File: config.mk
export PLATFORM = sky130hd
export DESIGN_NAME = nmea_sentence_framer_top
export DESIGN_NICKNAME = d
export VERILOG_FILES = /design/src/rtl/core/nsf_pkg.sv /design/src/rtl/core/nsf_hdr_match.sv /design/src/rtl/core/nsf_line_state.sv /design/src/rtl/core/nmea_sentence_framer_top.sv
export SDC_FILE = /design/constraint.sdc
export NUM_CORES = 1
export LEC_CHECK = 0
export ABC_AREA = 1
export ABC_CLOCK_PERIOD_IN_PS = 3500
export BUFFER_PORTS_ARGS = -buffer_cell sky130_fd_sc_hd__buf_2
export CORE_ASPECT_RATIO = 1.2
export CORE_MARGIN = 4
export CORE_UTILIZATION = 50
export CTS_CLUSTER_DIAMETER = 120
export DETAILED_ROUTE_END_ITERATION = 12
export PLACE_DENSITY_LB_ADDON = 0.25
export SETUP_SLACK_MARGIN = 0.02
export SYNTH_ARGS = -nofsm -noshare
export SYNTH_HDL_FRONTEND = slang
export SYNTH_SLANG_ARGS = --single-unit
File: constraint.sdc
create_clock -name clk -period 3.5 [get_ports clk]
set_clock_uncertainty 0.1 [all_clocks]
set_input_delay 0.35 -clock clk [delete_from_list [all_inputs] [get_ports clk]]
set_output_delay 0.35 -clock clk [all_outputs]
set_load 0.01 [all_outputs]
File: src/rtl/core/nsf_pkg.sv
// Shared types and constants of the NMEA sentence framer.
`timescale 1ns / 1ps

package nsf_pkg;

	localparam int ID_COUNT = 12;
	localparam int HDR_LEN = 6;
	localparam int HDR_BITS = HDR_LEN * 8;

	localparam logic [7:0] CH_START = 8'h24;
	localparam logic [7:0] CH_LF = 8'h0a;
	localparam logic [7:0] CH_CR = 8'h0d;

	// Header IDs, first character in the top byte. The order matches the accept mask bits.
	localparam logic [HDR_BITS-1:0] ID_TABLE [ID_COUNT] = '{
		"$GPRMC", "$GNRMC", "$BDRMC",
		"$GPGGA", "$GNGGA", "$BDGGA",
		"$GPVTG", "$GNVTG", "$BDVTG",
		"$GPZDA", "$GNZDA", "$BDZDA"
	};

	typedef struct packed {
		logic       ok;
		logic [3:0] kind;
	} nsf_match_t;

	typedef struct packed {
		logic       store_enable;
		logic [7:0] store_index;
		logic [7:0] store_byte;
		logic [8:0] line_length;
		logic       sentence_ok;
		logic [3:0] sentence_kind;
	} nsf_result_t;

endpackage

File: src/rtl/core/nsf_hdr_match.sv
// Parallel compare of the six header bytes against the twelve sentence IDs.
`timescale 1ns / 1ps

module nsf_hdr_match
	import nsf_pkg::*;
(
	input  logic [HDR_BITS-1:0] header,
	input  logic [ID_COUNT-1:0] mask,
	output nsf_match_t          match
);

	logic [ID_COUNT-1:0] hit;
	logic [ID_COUNT-1:0] gated;
	logic [3:0]          kind;

	always_comb begin
		for (int k = 0; k < ID_COUNT; k++) begin
			hit[k] = (header == ID_TABLE[k]);
		end
		gated = hit & mask;
		// The IDs are distinct, so at most one bit is set.
		kind = '0;
		for (int k = ID_COUNT - 1; k >= 0; k--) begin
			if (gated[k]) begin
				kind = 4'(k);
			end
		end
		match.ok = |gated;
		match.kind = kind;
	end

endmodule

File: src/rtl/core/nsf_line_state.sv
// Line state (length, header copy, last stored byte) and the per-byte framing step.
`timescale 1ns / 1ps

module nsf_line_state
	import nsf_pkg::*;
#(
	parameter int LINE_DEPTH = 256
) (
	input  logic                clk,
	input  logic                arst_n,
	input  logic                step_en,
	input  logic [7:0]          rx_byte,
	input  logic [ID_COUNT-1:0] mask,
	output nsf_result_t         result
);

	localparam int CW = $clog2(LINE_DEPTH + 1);

	logic [CW-1:0] fill_q;
	logic [7:0]    hdr_q [HDR_LEN];
	logic [7:0]    last_q;

	logic [CW-1:0]       fill_w;
	logic [CW-1:0]       pos;
	logic [CW-1:0]       fill_next;
	logic                is_start;
	logic                is_lf;
	logic                do_put;
	logic [7:0]          hdr_next [HDR_LEN];
	logic [HDR_BITS-1:0] hdr_pack;
	nsf_match_t          match;

	always_comb begin
		// A full line wraps to empty before the byte is looked at.
		fill_w = (fill_q >= CW'(LINE_DEPTH)) ? '0 : fill_q;
		is_start = (rx_byte == CH_START);
		is_lf = (rx_byte == CH_LF);
		do_put = is_start || !is_lf || ((fill_w != '0) && (last_q == CH_CR));
		pos = is_start ? '0 : fill_w;
		fill_next = do_put ? (pos + CW'(1)) : fill_w;
		for (int j = 0; j < HDR_LEN; j++) begin
			hdr_next[j] = (do_put && (pos == CW'(j))) ? rx_byte : hdr_q[j];
			hdr_pack[HDR_BITS-1-8*j -: 8] = hdr_next[j];
		end
	end

	nsf_hdr_match u_match (
		.header (hdr_pack),
		.mask   (mask),
		.match  (match)
	);

	always_comb begin
		result.store_enable = do_put;
		result.store_index = do_put ? 8'(pos) : 8'h00;
		result.store_byte = do_put ? rx_byte : 8'h00;
		result.line_length = 9'(fill_next);
		result.sentence_ok = is_lf && do_put && match.ok;
		result.sentence_kind = (is_lf && do_put && match.ok) ? match.kind : 4'h0;
	end

	always_ff @(posedge clk or negedge arst_n) begin
		if (!arst_n) begin
			fill_q <= '0;
			last_q <= '0;
			for (int j = 0; j < HDR_LEN; j++) begin
				hdr_q[j] <= '0;
			end
		end else if (step_en) begin
			fill_q <= fill_next;
			if (do_put) begin
				last_q <= rx_byte;
			end
			for (int j = 0; j < HDR_LEN; j++) begin
				hdr_q[j] <= hdr_next[j];
			end
		end
	end

endmodule

File: src/rtl/core/nmea_sentence_framer_top.sv
// Top level of the NMEA sentence framer: input register, framing step, result register.
`timescale 1ns / 1ps

// The framer takes one received serial character per request on the input
// channel (in_valid / in_ready, payload rx_byte) and returns exactly one result
// request per character on the output channel (out_valid / out_ready): whether
// and where the byte went into the line store, the line length after it, and a
// sentence_ok pulse with sentence_kind when a CR LF ended a line whose header
// matches an ID enabled in accept_mask.
// The accept mask is written through its own channel (cfg_valid / cfg_ready,
// data on accept_mask); cfg_ready is always high. Write it only while idle.
// A character accepted on the input channel is captured in the input register,
// framed, and its result loaded into the result register. Throughput is one
// character per cycle while the receiver does not stall, set by the single framing
// step between the two registers; the line state advances as the result is loaded.
// When the receiver stalls, the result register holds its request unchanged,
// the input register keeps one more character, and in_ready then drops until
// out_ready returns.
// Reset clears the line length, the header copy and the last stored byte, sets
// the accept mask to all ones, and empties both registers.
module nmea_sentence_framer_top
	import nsf_pkg::*;
#(
	parameter int LINE_DEPTH = 256
) (
	input  logic                clk,
	input  logic                arst_n,
	input  logic                in_valid,
	output logic                in_ready,
	input  logic [7:0]          rx_byte,
	output logic                out_valid,
	input  logic                out_ready,
	output logic                store_enable,
	output logic [7:0]          store_index,
	output logic [7:0]          store_byte,
	output logic [8:0]          line_length,
	output logic                sentence_ok,
	output logic [3:0]          sentence_kind,
	input  logic                cfg_valid,
	output logic                cfg_ready,
	input  logic [ID_COUNT-1:0] accept_mask
);

	logic [ID_COUNT-1:0] mask_q;
	logic                valid_s1;
	logic [7:0]          byte_s1;
	logic                out_valid_q;
	nsf_result_t         res_q;
	nsf_result_t         step_res;
	logic                advance;

	// The framing step runs when the input register holds a character and the
	// result register is free or being emptied in this cycle.
	assign advance = valid_s1 && (!out_valid_q || out_ready);
	assign in_ready = !valid_s1 || advance;
	assign cfg_ready = 1'b1;

	always_ff @(posedge clk or negedge arst_n) begin
		if (!arst_n) begin
			mask_q <= '1;
		end else if (cfg_valid) begin
			mask_q <= accept_mask;
		end
	end

	always_ff @(posedge clk or negedge arst_n) begin
		if (!arst_n) begin
			valid_s1 <= 1'b0;
		end else if (in_ready) begin
			valid_s1 <= in_valid;
		end
	end

	always_ff @(posedge clk) begin
		if (in_ready && in_valid) begin
			byte_s1 <= rx_byte;
		end
	end

	nsf_line_state #(
		.LINE_DEPTH (LINE_DEPTH)
	) u_line (
		.clk     (clk),
		.arst_n  (arst_n),
		.step_en (advance),
		.rx_byte (byte_s1),
		.mask    (mask_q),
		.result  (step_res)
	);

	always_ff @(posedge clk or negedge arst_n) begin
		if (!arst_n) begin
			out_valid_q <= 1'b0;
		end else if (!out_valid_q || out_ready) begin
			out_valid_q <= valid_s1;
		end
	end

	always_ff @(posedge clk) begin
		if (advance) begin
			res_q <= step_res;
		end
	end

	assign out_valid = out_valid_q;
	assign store_enable = res_q.store_enable;
	assign store_index = res_q.store_index;
	assign store_byte = res_q.store_byte;
	assign line_length = res_q.line_length;
	assign sentence_ok = res_q.sentence_ok;
	assign sentence_kind = res_q.sentence_kind;

endmodule

; ---- After elaboration in Yosys (flattened, before gate mapping)
; Cells that the tools add are included.
[totals]
reg_bits = 118
in_bits = 25
output_inout_bits = 34
word_cells = 91
[op_classes]
n_addsub = 1
order_cmp = 1
eq_ne = 20
muxes = 20
bitwise = 2
reduce_logical = 26
[op_table]
columns = cell, n
row1 = $eq A48 B46 Y1 const B, 12
row2 = $mux W8, 6
row3 = $mux W9, 3
row4 = $eq A9 B2 Y1 const B, 2
row5 = $eq A9 B3 Y1 const B, 2
row6 = $eq A8 B4 Y1 const B, 2
row7 = $mux W4, 4
row8 = $and A12 B12 Y12, 1
row9 = $mux W3, 4
row10 = $reduce_or A12 Y1, 1
row11 = $logic_and A1 B1 Y1, 11
row12 = $add A9 B1 Y9 const B, 1
row13 = $eq A9 B1 Y1 const B, 1
row14 = $ge A9 B9 Y1 const B, 1
row15 = $logic_not A9 Y1, 1
row16 = $reduce_bool A9 Y1, 1
row17 = $reduce_or A9 Y1, 1
row18 = $eq A8 B6 Y1 const B, 1
row19 = $reduce_or A5 Y1, 1
row20 = $logic_or A1 B1 Y1, 4
row21 = $mux W2, 2
row22 = $logic_not A1 Y1, 3
row23 = $reduce_or A3 Y1, 1
row24 = $reduce_and A2 Y1, 1
row25 = other kinds (3), 3

; ---- Logic depth before layout (Yosys ltp)
; Gate-level depths: netlist (run 1).
[logic_depth]
word_depth = 20
depth_mapped = 26
ltp_nobuf = 26

; ---- By module
; A second synthesis (run 1) with hierarchy kept.
[hier_totals]
cells_unflattened = 868
hier_area_um2 = 6842.8
[by_module_without_submodules]
columns = module, instances, cells_each, area_each_um2, seq_area_each_um2
row1 = nsf_line_state, 1, 589, 4242.8, 1626.6
row2 = nmea_sentence_framer_top, 1, 103, 1764.2, 1536.5
row3 = nsf_hdr_match, 1, 176, 835.8, 0.0

; ---- Least setup slack after synthesis (run 1)
; OpenSTA, ideal clock, no wires.
[synth_timing]
path_kind = register to register
startpoint = reg byte_s1[6]
endpoint = reg res_q (netlist bit sentence_kind[0]), data pin
setup_ns = 0.253
t_arrival_ns = 2.706
t_required_ns = 3.147
slack_ns = 0.441
stages_incl_launch_ff = 27
path_buffers = 1
period_less_slack_ns = 3.059
path_cell_list = edfxtp_1 inv_2 nand2_2 nor2_4 nand2_4 inv_2 nor2_1 inv_1 ha_1 nand2_1 nor2_4 nand2_2 buf_6 nand2_1 nand2_1 nand2_1 inv_1 nand2_1 nor2_1 nand3_1 nor2_1 nor2_1 nand2_2 nor2_1 nand2_2 nand3_1 nor2_1
[synth_between]
word_cells_on_any_way = 53
cone_classes = eq/ne: 19 / mux: 18 / bitwise: 2 / reduce/logical: 14
[synth_lines]
columns = element, line_no
row1 = from (decl), nmea_sentence_framer_top.sv:46  ; logic [7:0] byte_s1;
row2 = from (signal assigned), nmea_sentence_framer_top.sv:76  ; byte_s1 <= rx_byte;
row3 = $eq A8 B6 Y1 *, nsf_line_state.sv:36  ; is_start = (rx_byte == CH_START);
row4 = $mux W9 *, nsf_line_state.sv:39  ; pos = is_start ? '0 : fill_w;
row5 = named net u_line.pos[0], nsf_line_state.sv:24  ; logic [CW-1:0] pos;
row6 = $eq A9 B3 Y1 (tied with other cells), nsf_line_state.sv:42  ; hdr_next[j] = (do_put && (pos == CW'(j))) ? rx_byte : hdr_q[j];
row7 = $logic_and A1 B1 Y1, nsf_line_state.sv:42
row8 = $mux W8, nsf_line_state.sv:42
row9 = $eq A48 B46 Y1, nsf_hdr_match.sv:18  ; hit[k] = (header == ID_TABLE[k]);
row10 = $and A12 B12 Y12 *, nsf_hdr_match.sv:20  ; gated = hit & mask;
row11 = $mux W4 (4 in a row), nsf_hdr_match.sv:24  ; if (gated[k]) begin
row12 = $mux W3 (4 in a row), nsf_hdr_match.sv:24
row13 = $mux W2 (2 in a row), nsf_hdr_match.sv:24
row14 = $mux W1, nsf_hdr_match.sv:24
row15 = to (signal assigned), nmea_sentence_framer_top.sv:101  ; res_q <= step_res;
row16 = to (decl), nmea_sentence_framer_top.sv:48  ; nsf_result_t res_q;
; The timed path passes the listed nets; every way through them passes the cells marked *.
; A chain may end at the register's enable or synchronous reset.

; ---- Worst setup path after layout (run 1)
[layout_timing]
startpoint = reg byte_s1[3]
endpoint = reg res_q (netlist bit sentence_kind[0]), data pin
[layout_between]
elab_chain_cells = 19
word_cells_on_any_way = 53
cone_classes = eq/ne: 19 / mux: 18 / bitwise: 2 / reduce/logical: 14
[layout_rtl]
columns = element
row1 = branches (longest 19 deep; another with $eq A48 B46 Y1)
; Parallel ways; which one is timed is not known.

==> results.md, run 1 <==
Status:
- The flow ran to the end, but the final reports show violations.
- The checks that failed: hold timing.

Finish:
- In the final layout, the share of cells above drive strength 1 is 21.6%.
- From synthesis to final layout, the design area changed by 20.2%.
- Once layout is complete, the cells apart from fillers number 1108.
- At the end of the flow, the number of nets in the layout was 959.
- Fill cells in the final layout number 1153.
- The antenna diode count is 0.
- Cells fill 61.6% of the core in the end.
- The cell area after layout is 7810 um2.

Worst setup path:
- In this run the number of cells on the critical path is 24.
- In this run the worst setup path begins at byte_s1[3].
- The worst register-to-register path has a setup slack of 0.25 ns.
- Grouping stages by cell kind, the critical path spends the most delay in simple AND/OR/NAND/NOR gates.
- The critical path goes through inv_2 > nand2_1 > nor2_2 > nand2_4 > buf_4 > o21ai_4 > nand2_8 > nor2_4 > buf_4 > nand3_1 > nand2_1 > inv_1 > nand2_1 > nor2_2 > nand2_1 > nor2_4 > nand2_1 > nor2_1 > nor2_1 > nand2_2 > nor2_1 > nand2_2 > nand3_1 > nor2_1.
- The startpoint identified for the worst register-to-register timing path is byte_s1[3].
- The critical path data arrival time is 3.33 ns.
- The combined buffer and inverter count along the critical path is 4.
- The startpoint kind of the worst setup timing path is a flip-flop.
- The count of cells along the worst register-to-register path is 24.
- The capture point of the worst path is sentence_kind[0].
- Along the worst path, the maximum fanout reaches 8.
- The delay of the slowest critical-path stage is 0.41 ns.
- The start-to-end type of the worst setup path is flip-flop to flip-flop.
- The largest individual stage delay along the critical path comes from the cell sky130_fd_sc_hd__edfxtp_1.
- Data on the critical path is required at its endpoint by 3.58 ns.
- The kind of end point of the critical path is a flip-flop.
- The critical register-to-register path endpoint is sentence_kind[0].
- The dominant cell type by count on the critical path is sky130_fd_sc_hd__nand2_1.

Floorplan:
- The top-level port count is 59.
- The starting density of the core is 51.3%.
- Measured along the x axis, the die boundary spans 112 um.
- The die is 133 um tall.
- The placeable core area is 12700 um2.
- The number of placement rows is 45.
- The area of the die is 14900 um2.

GRT:
- Global routing used 21.8% of the available tracks.
- For this run the aggregate overflow at the end of global routing stands at 0.
- Entering global routing, the biggest net connects 84 pins.
- The initial antenna violation count came to 0.
- The wire length of the first global-routing pass is 25600 um.
- The number of global-route vias before repair is 5222.

Synthesis:
- Synthesis produced a netlist whose cell count is 849.
- For this run, the number of Yosys warnings is 0.
- After synthesis, the cell types taking the most area are sky130_fd_sc_hd__dfrtp_1 26%, sky130_fd_sc_hd__edfxtp_1 18%, sky130_fd_sc_hd__nand2_1 17%, sky130_fd_sc_hd__nand3_1 5.2%, sky130_fd_sc_hd__nor2_1 5.2%.
- In this run the cell area of the synthesized design comes to 6500 um2.
- The largest total area in the synthesized netlist belongs to sky130_fd_sc_hd__dfrtp_1.
- The synthesized design contains 39 enable-type register cells.
- After synthesis, the netlist uses 36 different library cells.
- The average cell area after synthesis is 7.65 um2.
- Counting flops with an async set or reset pin after synthesis yields a share of 66.9%.
- In the synthesized netlist the dominant register cell turns out to be sky130_fd_sc_hd__dfrtp_1.
- The number of nets in the synthesized netlist is 877.
- Ranked by instance count, the synthesized netlist is headed by 294 x sky130_fd_sc_hd__nand2_1, 90 x sky130_fd_sc_hd__nor2_1, 79 x sky130_fd_sc_hd__inv_1.
- The share of Yosys cell area claimed by the top area cell type is 25.8%.
- The number of flip-flops and latches in the synthesized netlist is 118.
- The most common cell in the netlist is sky130_fd_sc_hd__nand2_1.
- The share of the Yosys chip area taken by registers is 48.7%.

Timing:
- The highest attainable clock frequency is 0.308 GHz.
- At the pin with the least slew margin, the transition time is 1.02 ns.
- Hold timing on the final database bottoms out at a slack of -0.00487 ns.
- The accumulated negative setup slack is 0 ns.
- The number of hold violations in the final report is 2.
- The max-slew violation total from the final report was 0.
- After layout, the worst path uses 92.9% of the clock period.
- The total of endpoints with negative setup slack in the final report is 0.
- The final period demand of the worst path is 3.25 ns.
- The minimum setup slack in the final design is 0.248 ns.
- The worst pin sits at a relative slew slack of 31.8%.

Worst hold path:
- The worst hold path class is input pin to asynchronous set/reset pin.

Routing:
- The detailed-route wire length is 15800 um.
- The detail route stage leaves a number of antenna-violating nets equal to 0.
- Dividing the detail-routed wire length by the instance count gives 14.3 um.
- The number of iterations in the first detailed-routing pass is 5.
- The total DRC errors in the routed layout is 0.
- Dividing the detail-routed via count by the number of cells gives 5.11.
- The vias after detailed routing is 5667.
- The number of DRC markers in iteration 0 is 434.

Power and ir drop:
- The leakage power is 3.77 nW.
- The areal power density over the cells is 815 nW/um2.
- IR analysis of the VDD net gives a maximum drop of 0.386 mV.
- After layout, the design draws a total of 6.36 mW.

Placed design:
- The worst-case setup slack after placement is 0.123 ns.
- The number of buffers added on ports is 57.
- At the end of routability-driven placement, the weighted congestion stood at 0.886.
- The HPWL after detailed placement is 10700 um.
- Once placement completed, the tool counted placed cells totaling 1054.
- The post-detailed-placement cell area is 6950 um2.

Clock tree:
- The clock-pin slew on the worst setup and hold paths is 0.05 ns.
- No sink is reached through more buffers than the 2 on the longest clock path.
- Counting the buffers created by CTS gives 17.
- The number of clock sinks is 118.
- The clock latency of the later-clocked register in the worst-skew pair is 0.43 ns.
- TritonCTS built the clock tree.
- In this run the number of H-tree levels came out at 4.
- The buffer cell driving the clock tree root is sky130_fd_sc_hd__clkbuf_16.

Flow run:
- The number of violations of the max-capacitance limit is 0.
[cells in the final DEF (no fill, tap or decap), types with 18 or more instances in the layout]
cell type and n:
sky130_fd_sc_hd__nand3_1 68, sky130_fd_sc_hd__edfxtp_1 39, sky130_fd_sc_hd__o21ai_0 64, sky130_fd_sc_hd__inv_1 79, sky130_fd_sc_hd__dfrtp_1 67, sky130_fd_sc_hd__nand2_1 292
sky130_fd_sc_hd__buf_4 37, sky130_fd_sc_hd__buf_2 56, sky130_fd_sc_hd__nor2_1 81, sky130_fd_sc_hd__clkbuf_16 18
[how the worst min path moves through the flow]
stage | to | cells after the start
after floorplan | out_valid | 0
after global placement | u_line.last_q[7] | 2
after detailed placement | u_line.hdr_q[5] | 2
after CTS | byte_s1[0] | 1
after global routing | byte_s1[0] | 1
final | u_line.hdr_q[45] | 1
[cell families (layout without fill, tap and decap cells)]
group	Yosys count	count (layout)	share of synthesized area, %
other	1	1	0.0577
adders and majority gates	3	3	0.578
buffers and inverters	129	223	8.51
and+or+nand+nor	508	509	34.0
DFF	118	118	48.7
muxes	6	6	1.04
AOI/OAI and AO/OA	84	84	7.11
[metal layers]
| metal | up-vias | wire [um] | global-route usage [%] |
|---|---|---|---|
| met4 | 0 | 461 | 9.02 |
| met2 | 171 | 7940 | 36.7 |
| met5 | - | 0 | 0 |
| met3 | 48 | 807 | 5.49 |
| li1 | 2858 | - | - |
| met1 | 2590 | 6620 | 26.8 |
[state kept, by name (all words and copies together) (netlist names)]
register	count
u_line.last_q	8
line_length	9
u_line.fill_q	9
store_byte	8
u_line.hdr_q	48
byte_s1	8
valid_s1	1
store_index	8
sentence_ok	1
out_valid	1
sentence_kind	4
store_enable	1
mask_q	12
[cell type report]
class / instances / area, um2 / share of cell area (%)
clock inverters: 12 / 159 / 2.03
flip-flops and latches: 118 / 3160 / 40.5
repair buffers: 99 / 644 / 8.25
multi-input cells: 603 / 2850 / 36.5
well taps: 164 / 205 / 2.63
clock buffers: 20 / 437 / 5.59
inverters: 92 / 350 / 4.49
[power by group]
part / switching (mW) / internal [mW]
Combinational: 1.65 / 0.877
Clock: 0.608 / 1.17
Sequential: 0.196 / 1.86
Total: 2.45 / 3.91
[timing repair]
item,4_1_cts,5_1_grt
resized for setup,0,21
setup buffers,0,17
hold buffers,3,0
hold endpoints to repair,3,0
setup endpoints to repair,0,5
Power figures use the tool's default switching activity.
==> run 2, diff against run 1 <==
CTS_BUF_LIST = sky130_fd_sc_hd__clkbuf_8   (was not set)
REMOVE_ABC_BUFFERS = 1   (was not set)
==> results.md, run 2 (synthesis results as in run 1) <==
Worst setup path:
- The kind of end point of the critical path is a flip-flop (unchanged).
- The delay of the slowest critical-path stage came to 0.44 ns (was 0.41 ns).
- The critical register-to-register path endpoint is sentence_kind[2] (was sentence_kind[0]).
- The startpoint kind of the worst setup timing path is a flip-flop (unchanged).
- The worst-path maximum fanout is 8 (unchanged).
- The count of cells along the worst register-to-register path is 24 (unchanged).
- The start-to-end type of the worst setup path was flip-flop to flip-flop (unchanged).
- Worst-path cell chain: inv_2 > nand2_2 > nor2_4 > nand2_4 > inv_4 > nor2_2 > inv_1 > ha_2 > nand2_1 > nor2_4 > buf_6 > nand3_1 > nand2_2 > nand2_1 > nor2_2 > nand2_1 > nor2_4 > buf_4 > nand4_1 > nand3_2 > nor2_2 > nand2_2 > nand4_1 > nor2_1 (was inv_2 > nand2_1 > nor2_2 > nand2_4 > buf_4 > o21ai_4 > nand2_8 > nor2_4 > buf_4 > nand3_1 > nand2_1 > inv_1 > nand2_1 > nor2_2 > nand2_1 > nor2_4 > nand2_1 > nor2_1 > nor2_1 > nand2_2 > nor2_1 > nand2_2 > nand3_1 > nor2_1).
- The required time at the endpoint of the critical path was 3.69 ns (was 3.58 ns).
- The cell at the slowest stage of the critical path is sky130_fd_sc_hd__edfxtp_1 (unchanged).
- The reg2reg setup slack came to 0.26 ns (was 0.25 ns).
- The critical path data arrival time is 3.43 ns (was 3.33 ns).
- The launch instance of the worst register-to-register path is byte_s1[0] (was byte_s1[3]).

Clock tree:
- The TritonCTS buffer count is 17 (unchanged).
- The buffer cell driving the clock tree root is sky130_fd_sc_hd__clkbuf_8 (was sky130_fd_sc_hd__clkbuf_16).
- The number of buffers on the longest clock path is 2 (unchanged).
- The number of levels in the clock H-tree was 4 (unchanged).
- The number of clock sinks is 118 (unchanged).
- The TritonCTS clock tree is yes (unchanged).
- The clock latency of the later-clocked register in the worst-skew pair is 0.44 ns (was 0.43 ns).
- The clock-pin slew on the worst setup and hold paths came to 0.06 ns (was 0.05 ns).

Finish:
- The count of fill cells added during filler insertion was 1182 (was 1153).
- The antenna diode count is 0 (unchanged).
- The number of nets in the final layout is 964 (was 959).
- The share of the core filled with cells is 60.5% (was 61.6%).
- The register name with the most flops was u_line.hdr_q (unchanged).
- The leading cell type in the layout, fill and taps excluded is sky130_fd_sc_hd__nand2_1 (unchanged).
- The number of flip-flops under the largest register name is 48 (unchanged).
- The share of final-layout standard cells stronger than drive strength 1 is 23.4% (was 21.6%).
- The signed area change from the synthesized netlist to the final layout is 18.0% (was 20.2%).
- Leading cell types in the layout, fill and taps excluded: 284 x sky130_fd_sc_hd__nand2_1, 85 x sky130_fd_sc_hd__inv_1, 74 x sky130_fd_sc_hd__nor2_1, 67 x sky130_fd_sc_hd__dfrtp_1, 65 x sky130_fd_sc_hd__nand3_1 (was 292 x sky130_fd_sc_hd__nand2_1, 81 x sky130_fd_sc_hd__nor2_1, 79 x sky130_fd_sc_hd__inv_1, 68 x sky130_fd_sc_hd__nand3_1, 67 x sky130_fd_sc_hd__dfrtp_1).
- The final non-filler cell total was 1113 (was 1108).
- Largest registers in the final layout: u_line.hdr_q (48), mask_q (12) (unchanged).

Worst hold path:
- The number of cells on the worst hold path is 3.
- The worst hold path class is input pin to flip-flop (was input pin to asynchronous set/reset pin).
- For hold timing, the worst endpoint is mask_q[10].
- The launch instance of the worst min-delay path is accept_mask[10].

Timing:
- The total of endpoints with negative setup slack in the final report is 0 (unchanged).
- The transition time at the pin with the least slew margin is 0.859 ns (was 1.02 ns).
- The post-route fraction of the period consumed by the critical path is 92.5% (was 92.9%).
- The max-slew violation total from the final report is 0 (unchanged).
- The final period demand of the worst path is 3.24 ns (was 3.25 ns).
- The number of hold violations in the final report is 0 (was 2).
- The highest attainable clock frequency is 0.309 GHz (was 0.308 GHz).
- The minimum setup slack in the final design came to 0.263 ns (was 0.248 ns).
- The worst hold margin is 0.0231 ns (was -0.00487 ns).
- The worst slew margin relative to its limit is 42.8% (was 31.8%).

Power and ir drop:
- The areal power density over the cells is 737 nW/um2 (was 815 nW/um2).
- The total design power came to 5.65 mW (was 6.36 mW).
- The peak supply drop is 0.383 mV (was 0.386 mV).
- The leakage power is 3.72 nW (was 3.77 nW).

Floorplan:
- The top-level port count was 59 (unchanged).
- The x dimension of the die is 112 um (unchanged).
- The placeable core area was 12700 um2 (unchanged).
- The starting density of the core is 51.3% (unchanged).
- The number of placement rows was 45 (unchanged).
- The area of the die came to 14900 um2 (unchanged).
- The chip height is 133 um (unchanged).

Placed design:
- The last weighted congestion value of the routability-driven placer came to 0.887 (was 0.886).
- The cell total after placement was 1053 (was 1054).
- The worst-case setup slack after placement is -0.0421 ns (was 0.123 ns).
- The number of buffers added on ports is 57 (unchanged).
- The half-perimeter wire length of the detailed placement result is 10500 um (was 10700 um).

Routing:
- The vias after detailed routing was 5588 (was 5667).
- The average detailed-routed wire length per instance is 13.7 um (was 14.3 um).
- The count of nets left with antenna violations after detail routing is 0 (unchanged).
- The total DRC errors in the routed layout is 0 (unchanged).
- The number of DRC markers in iteration 0 is 328 (was 434).
- The detailed-route wire length was 15200 um (was 15800 um).
- The ratio of routed vias to standard cells is 5.02 (was 5.11).
- The number of iterations in the first detailed-routing pass was 5 (unchanged).

GRT:
- The overall track demand over capacity in global routing is 20.7% (was 21.8%).
- The total global routing overflow is 0 (unchanged).
- The initial antenna violation count is 0 (unchanged).
- The wire length of the first global-routing pass came to 25000 um (was 25600 um).
- The number of global-route vias before repair is 5237 (was 5222).
- The pin count of the biggest net entering global routing is 84 (unchanged).

Flow run:
- The number of violations of the max-capacitance limit was 0 (unchanged).

Status:
- Outcome: complete, no violations (was finished, violations left).
==> run 2: cell types whose count changed in the layout (fill, tap and decap cells not counted), sizes merged <==
cell         delta
dlygate4sd3     +6
inv             +6
bufinv          -4
clkinv          -1
clkinvlp        -1
nor2            -1
==> run 2: area by class of cell <==
type,count,area [um2],area share (%)
multi-input combinational,602,2930,38.2
timing repair buffer,105,701,9.14
tap,164,205,2.68
sequential,118,3160,41.2
inverter,92,348,4.54
clock buffer,20,275,3.59
clock inverter,12,50.0,0.653
==> run 2: worst max-delay path by stage <==
stage	slack, ns	endpoint	cells after the start	start
after floorplan	-0.84	u_line.last_q[0]	5	out_valid
after global placement	0.008	sentence_kind[3]	23	byte_s1[2]
after detailed placement	-0.04	sentence_kind[0]	23	byte_s1[2]
after CTS	0.08	sentence_kind[1]	21	byte_s1[5]
after global routing	-0.03	sentence_kind[2]	25	byte_s1[0]
final	0.26	sentence_kind[2]	24	byte_s1[0]
==> run 2: routing by layer <==
metal  vias to the layer above  GRT usage [%]  part of all wire (%)
met4                         0           8.22                   3.4
li1                       2872              -                     -
met2                       158           34.9                    48
met5                         -              0                     0
met3                        43           4.07                   5.0
met1                      2515           26.1                    44
==> run 2: report_power, final <==
part | internal, mW | total, mW | leakage [nW] | switching [mW]
Combinational | 0.882 | 2.55 | 2.19 | 1.66
Clock | 0.519 | 1.05 | 0.195 | 0.526
Sequential | 1.86 | 2.06 | 1.34 | 0.202
Total | 3.26 | 5.65 | 3.72 | 2.39
==> run 2: critical path, delay by kind of cell, from the launching register on <==
family	cells	cell delay [ns]
DFF	1	0.44
and+or+nand+nor	18	1.80
adders and majority gates	1	0.19
buffers and inverters	5	0.56
==> run 2: stage by stage <==
step           area, um2  setup TNS (ns)
6_report            7670               0
5_1_grt             7670         -0.0347
2_1_floorplan       6290          -28.40
3_3_place_gp        6930               0
4_1_cts             7370               0
3_5_place_dp        6930          -0.155
==> run 2: what timing repair did <==
action,in CTS,in global routing
endpoints found under the setup margin,4,5
hold buffers,9,0
resized for setup,0,49
endpoints found under the hold margin,61,0
pin swaps,1,24
setup buffers,3,16
==> run 3, diff against run 2 <==
RECOVER_POWER = 100   (was not set)
SYNTH_HIERARCHICAL = 1   (was not set)
==> results.md, run 3 <==
Status:
- Outcome: finished, violations left (was complete, no violations).
- The final reports fail on capacitance limit, slew limit.

Synthesis:
- The netlist area before placement is 6840 um2 (was 6500 um2).
- The fraction of synthesis flops using an asynchronous set or reset pin is 66.9% (unchanged).
- The sequential share of the synthesized area came to 46.2% (was 48.7%).
- The share of Yosys cell area claimed by the top area cell type is 24.5% (was 25.8%).
- The average cell area after synthesis was 7.88 um2 (was 7.65 um2).
- Largest cells by area after synthesis: sky130_fd_sc_hd__dfrtp_1 25%, sky130_fd_sc_hd__nand2_1 18%, sky130_fd_sc_hd__edfxtp_1 17%, sky130_fd_sc_hd__nand2_2 6.1%, sky130_fd_sc_hd__nand3_1 5.5% (was sky130_fd_sc_hd__dfrtp_1 26%, sky130_fd_sc_hd__edfxtp_1 18%, sky130_fd_sc_hd__nand2_1 17%, sky130_fd_sc_hd__nand3_1 5.2%, sky130_fd_sc_hd__nor2_1 5.2%).
- The number of flip-flops and latches in the synthesized netlist came to 118 (unchanged).
- The leading area contributor after synthesis was sky130_fd_sc_hd__dfrtp_1 (unchanged).
- The number of synthesized flops with an enable pin came to 39 (unchanged).
- The post-synthesis cell type count is 39 (was 36).
- The number of warnings printed during yosys synthesis is 6 (was 0).
- Synth top cells by count: 323 x sky130_fd_sc_hd__nand2_1, 75 x sky130_fd_sc_hd__nand3_1, 71 x sky130_fd_sc_hd__inv_1 (was 294 x sky130_fd_sc_hd__nand2_1, 90 x sky130_fd_sc_hd__nor2_1, 79 x sky130_fd_sc_hd__inv_1).
- The number of instances in the synthesized netlist came to 868 (was 849).
- The most instantiated flip-flop cell in the synthesis netlist is sky130_fd_sc_hd__dfrtp_1 (unchanged).
- The most common cell in the netlist is sky130_fd_sc_hd__nand2_1 (unchanged).

Worst hold path:
- The number of cells on the worst hold path is 3 (unchanged).
- The end of the worst hold path is mask_q[6] (was mask_q[10]).
- The launch instance of the worst min-delay path was accept_mask[6] (was accept_mask[10]).
- The worst hold path class is input pin to flip-flop (unchanged).

Timing:
- The final period demand of the worst path is 3.18 ns (was 3.24 ns).
- The transition time at the pin with the least slew margin is 2.03 ns (was 0.859 ns).
- Setup repair after global routing left no endpoint under its margin.
- The worst slew margin relative to its limit is -35.3% (was 42.8%).
- The post-route fraction of the period consumed by the critical path is 90.7% (was 92.5%).
- The max-slew violation total from the final report is 80 (was 0).
- The number of hold violations in the final report was 0 (unchanged).
- The total of endpoints with negative setup slack in the final report was 0 (unchanged).
- The highest attainable clock frequency was 0.315 GHz (was 0.309 GHz).

Clock tree:
- The number of clock sinks is 118 (unchanged).
- The TritonCTS clock tree is yes (unchanged).
- The number of levels in the clock H-tree is 4 (unchanged).
- The TritonCTS buffer count came to 17 (unchanged).
- The clock-pin slew on the worst setup and hold paths is 0.07 ns (was 0.06 ns).
- The clock latency of the later-clocked register in the worst-skew pair is 0.44 ns (about the same).
- The number of buffers on the longest clock path is 2 (unchanged).
- The buffer cell driving the clock tree root is sky130_fd_sc_hd__clkbuf_8 (unchanged).

Worst setup path:
- The required time at the endpoint of the critical path is 3.70 ns (was 3.69 ns).
- The delay of the slowest critical-path stage was 0.42 ns (was 0.44 ns).
- The critical register-to-register path endpoint is sentence_kind[1] (was sentence_kind[2]).
- The start-to-end type of the worst setup path is flip-flop to flip-flop (unchanged).
- The launch instance of the worst register-to-register path is byte_s1[5] (was byte_s1[0]).
- The reg2reg setup slack is 0.32 ns (was 0.26 ns).
- The startpoint kind of the worst setup timing path is a flip-flop (unchanged).
- The critical path data arrival time came to 3.37 ns (was 3.43 ns).
- The count of cells along the worst register-to-register path came to 19 (was 24).
- The kind of end point of the critical path is a flip-flop (unchanged).
- Worst-path cell chain: buf_4 > inv_2 > nand4_1 > nor3_2 > nand2_4 > buf_4 > nand2_4 > nand2_1 > nand2_2 > nand2_2 > nor2_4 > nand2_2 > nor3_4 > nand2_1 > nand2_1 > nor2_1 > nand3_1 > nand3_2 > nor2_2 (was inv_2 > nand2_2 > nor2_4 > nand2_4 > inv_4 > nor2_2 > inv_1 > ha_2 > nand2_1 > nor2_4 > buf_6 > nand3_1 > nand2_2 > nand2_1 > nor2_2 > nand2_1 > nor2_4 > buf_4 > nand4_1 > nand3_2 > nor2_2 > nand2_2 > nand4_1 > nor2_1).
- The cell at the slowest stage of the critical path was sky130_fd_sc_hd__edfxtp_1 (unchanged).
- The worst-path maximum fanout is 12 (was 8).

Routing:
- The number of iterations in the first detailed-routing pass is 5 (unchanged).
- The total DRC errors in the routed layout is 0 (unchanged).
- The vias after detailed routing came to 5531 (was 5588).
- The ratio of routed vias to standard cells was 4.94 (was 5.02).
- The number of DRC markers in iteration 0 is 416 (was 328).
- The detailed-route wire length was 15000 um (was 15200 um).
- The average detailed-routed wire length per instance is 13.4 um (was 13.7 um).
- The count of nets left with antenna violations after detail routing was 0 (unchanged).

Power and ir drop:
- The sequential power share was 36.1% (was 36.4%).
- The fraction of power consumed by the clock network is 24.8% (was 18.5%).
- The fraction of power spent switching nets is 40.2% (was 42.4%).
- The peak supply drop is 0.338 mV (was 0.383 mV).
- The power dissipated by switching net loads came to 2.19 mW (was 2.39 mW).
- The leakage power is 3.86 nW (was 3.72 nW).
- The portion of total power attributed to combinational logic is 39.1% (was 45.1%).
- The internal power is 3.27 mW (was 3.26 mW).
- The areal power density over the cells is 707 nW/um2 (was 737 nW/um2).

Finish:
- Largest registers in the final layout: u_line/hdr_q (48), mask_q (12) (was u_line.hdr_q (48), mask_q (12)).
- Leading cell types in the layout, fill and taps excluded: 347 x sky130_fd_sc_hd__nand2_1, 74 x sky130_fd_sc_hd__nand3_1, 73 x sky130_fd_sc_hd__inv_1, 67 x sky130_fd_sc_hd__dfrtp_1, 52 x sky130_fd_sc_hd__nor2_1 (was 284 x sky130_fd_sc_hd__nand2_1, 85 x sky130_fd_sc_hd__inv_1, 74 x sky130_fd_sc_hd__nor2_1, 67 x sky130_fd_sc_hd__dfrtp_1, 65 x sky130_fd_sc_hd__nand3_1).
- The number of flip-flops under the largest register name is 48 (unchanged).
- The signed area change from the synthesized netlist to the final layout is 12.9% (was 18.0%).
- The share of final-layout standard cells stronger than drive strength 1 is 20.7% (was 23.4%).
- The final non-filler cell total came to 1119 (was 1113).
- The count of fill cells added during filler insertion is 1243 (was 1182).
- The antenna diode count is 0 (unchanged).
- The leading cell type in the layout, fill and taps excluded is sky130_fd_sc_hd__nand2_1 (unchanged).
- The cell area after layout is 7730 um2 (was 7670 um2).
- The register name with the most flops was u_line/hdr_q (was u_line.hdr_q).
- The number of nets in the final layout is 967 (was 964).

Floorplan:
- The x dimension of the die came to 115 um (was 112 um).
- The placeable core area is 13300 um2 (was 12700 um2).
- The area of the die is 15600 um2 (was 14900 um2).
- The top-level port count is 59 (unchanged).
- The starting density of the core is 51.5% (was 51.3%).
- The number of placement rows is 46 (was 45).
- The chip height was 136 um (was 133 um).

Placed design:
- The cell total after placement is 1069 (was 1053).
- The half-perimeter wire length of the detailed placement result is 10300 um (was 10500 um).
- The last weighted congestion value of the routability-driven placer is 0.906 (was 0.887).
- The number of buffers added on ports is 57 (unchanged).
- The post-detailed-placement cell area is 7230 um2 (was 6930 um2).

GRT:
- The wire length of the first global-routing pass is 25600 um (was 25000 um).
- The total global routing overflow came to 0 (unchanged).
- The initial antenna violation count is 0 (unchanged).
- The pin count of the biggest net entering global routing is 80 (was 84).
- The overall track demand over capacity in global routing is 20.8% (was 20.7%).
- The number of global-route vias before repair came to 5435 (was 5237).

Flow run:
- The number of violations of the max-capacitance limit is 1 (was 0).
==> run 3: cell count changes after synthesis, moves of 8 or more <==
cell | before | now
sky130_fd_sc_hd__nand3_2 | 1 | 10
sky130_fd_sc_hd__clkbuf_1 | 22 | 12
sky130_fd_sc_hd__nor2_2 | 7 | 15
sky130_fd_sc_hd__a31oi_1 | 12 | 0
sky130_fd_sc_hd__nand2_2 | 14 | 67
sky130_fd_sc_hd__nor2_1 | 90 | 54
sky130_fd_sc_hd__inv_1 | 79 | 71
sky130_fd_sc_hd__nand2_1 | 294 | 323
sky130_fd_sc_hd__o21ai_0 | 64 | 24
sky130_fd_sc_hd__nand2_4 | 1 | 9
sky130_fd_sc_hd__inv_2 | 11 | 21
==> run 3: layout make-up <==
class,instances,area [um2],area share (%)
Timing Repair Buffer,90,513,6.64
Multi-Input combinational cell,617,3050,39.5
Sequential cell,118,3160,40.9
Clock buffer,18,248,3.21
Tap cell,168,210,2.72
Clock inverter,14,184,2.38
Inverter,94,357,4.61
==> run 3: layer usage <==
layer  share of wire, %  global-route usage, %
met4                2.8                   8.94
met3                4.7                   3.70
met5                  0                      0
met2                 50                   35.5
met1                 43                   25.6
==> run 3: worst max path at each step <==
stage / startpoint / to / depth (start not counted)
floorplan: out_valid / u_line/fill_q[0] / 3
global placement: byte_s1[7] / sentence_kind[3] / 24
detailed placement: byte_s1[0] / sentence_kind[1] / 23
CTS: byte_s1[0] / sentence_kind[1] / 23
global route: byte_s1[3] / sentence_kind[1] / 24
finish: byte_s1[5] / sentence_kind[1] / 19
==> run 3: worst max-delay path, delay by kind of cell (launching register included) <==
kind          cells  cell delay, ns
buf+inv           3            0.50
flops             1            0.42
simple gates     16            1.99
==> run 3: logic make-up (layout without fill, tap and decap cells) <==
group	count (synthesis)	count (layout)	share of synthesized area (%)
fa+ha+maj	4	4	0.731
other cells	1	1	0.0548
compound gates	29	29	2.40
simple gates	581	581	41.4
flops	118	118	46.2
buf+inv	133	216	8.83
xor+xnor	2	2	0.366
==> run 3: what timing repair did <==
action / CTS / global route
resized for setup: 0 / 10
hold buffers: 13 / 0
setup endpoints to repair: 0 / 5
setup buffers: 0 / 5
hold endpoints to repair: 13 / 0
==> run 3: metrics by stage <==
step                      utilization [%]  hold WS (ns)  setup WS, ns  power [mW]  setup TNS, ns
final                                58.1        0.0199         0.325        5.46              0
after global routing                 58.1        0.0253       0.00360        5.89              0
after CTS                            58.6      0.000153         0.155        5.55              0
after floorplan                         -       -0.0456         -3.23        3.72        -228.24
after global placement               54.4         0.359         0.316        4.13              0
after detailed placement             54.4         0.364         0.200        4.17              0
==> run 3: power by group through the flow <==
stage | Combinational [mW] | Sequential, mW | Clock [mW]
3_5_place_dp | 2.16 | 2.01 | 0
6_report | 2.14 | 1.97 | 1.36
4_1_cts | 2.18 | 1.99 | 1.38
3_3_place_gp | 2.13 | 2.00 | 0
5_1_grt | 2.43 | 2.01 | 1.45
2_1_floorplan | 1.72 | 2.01 | 0
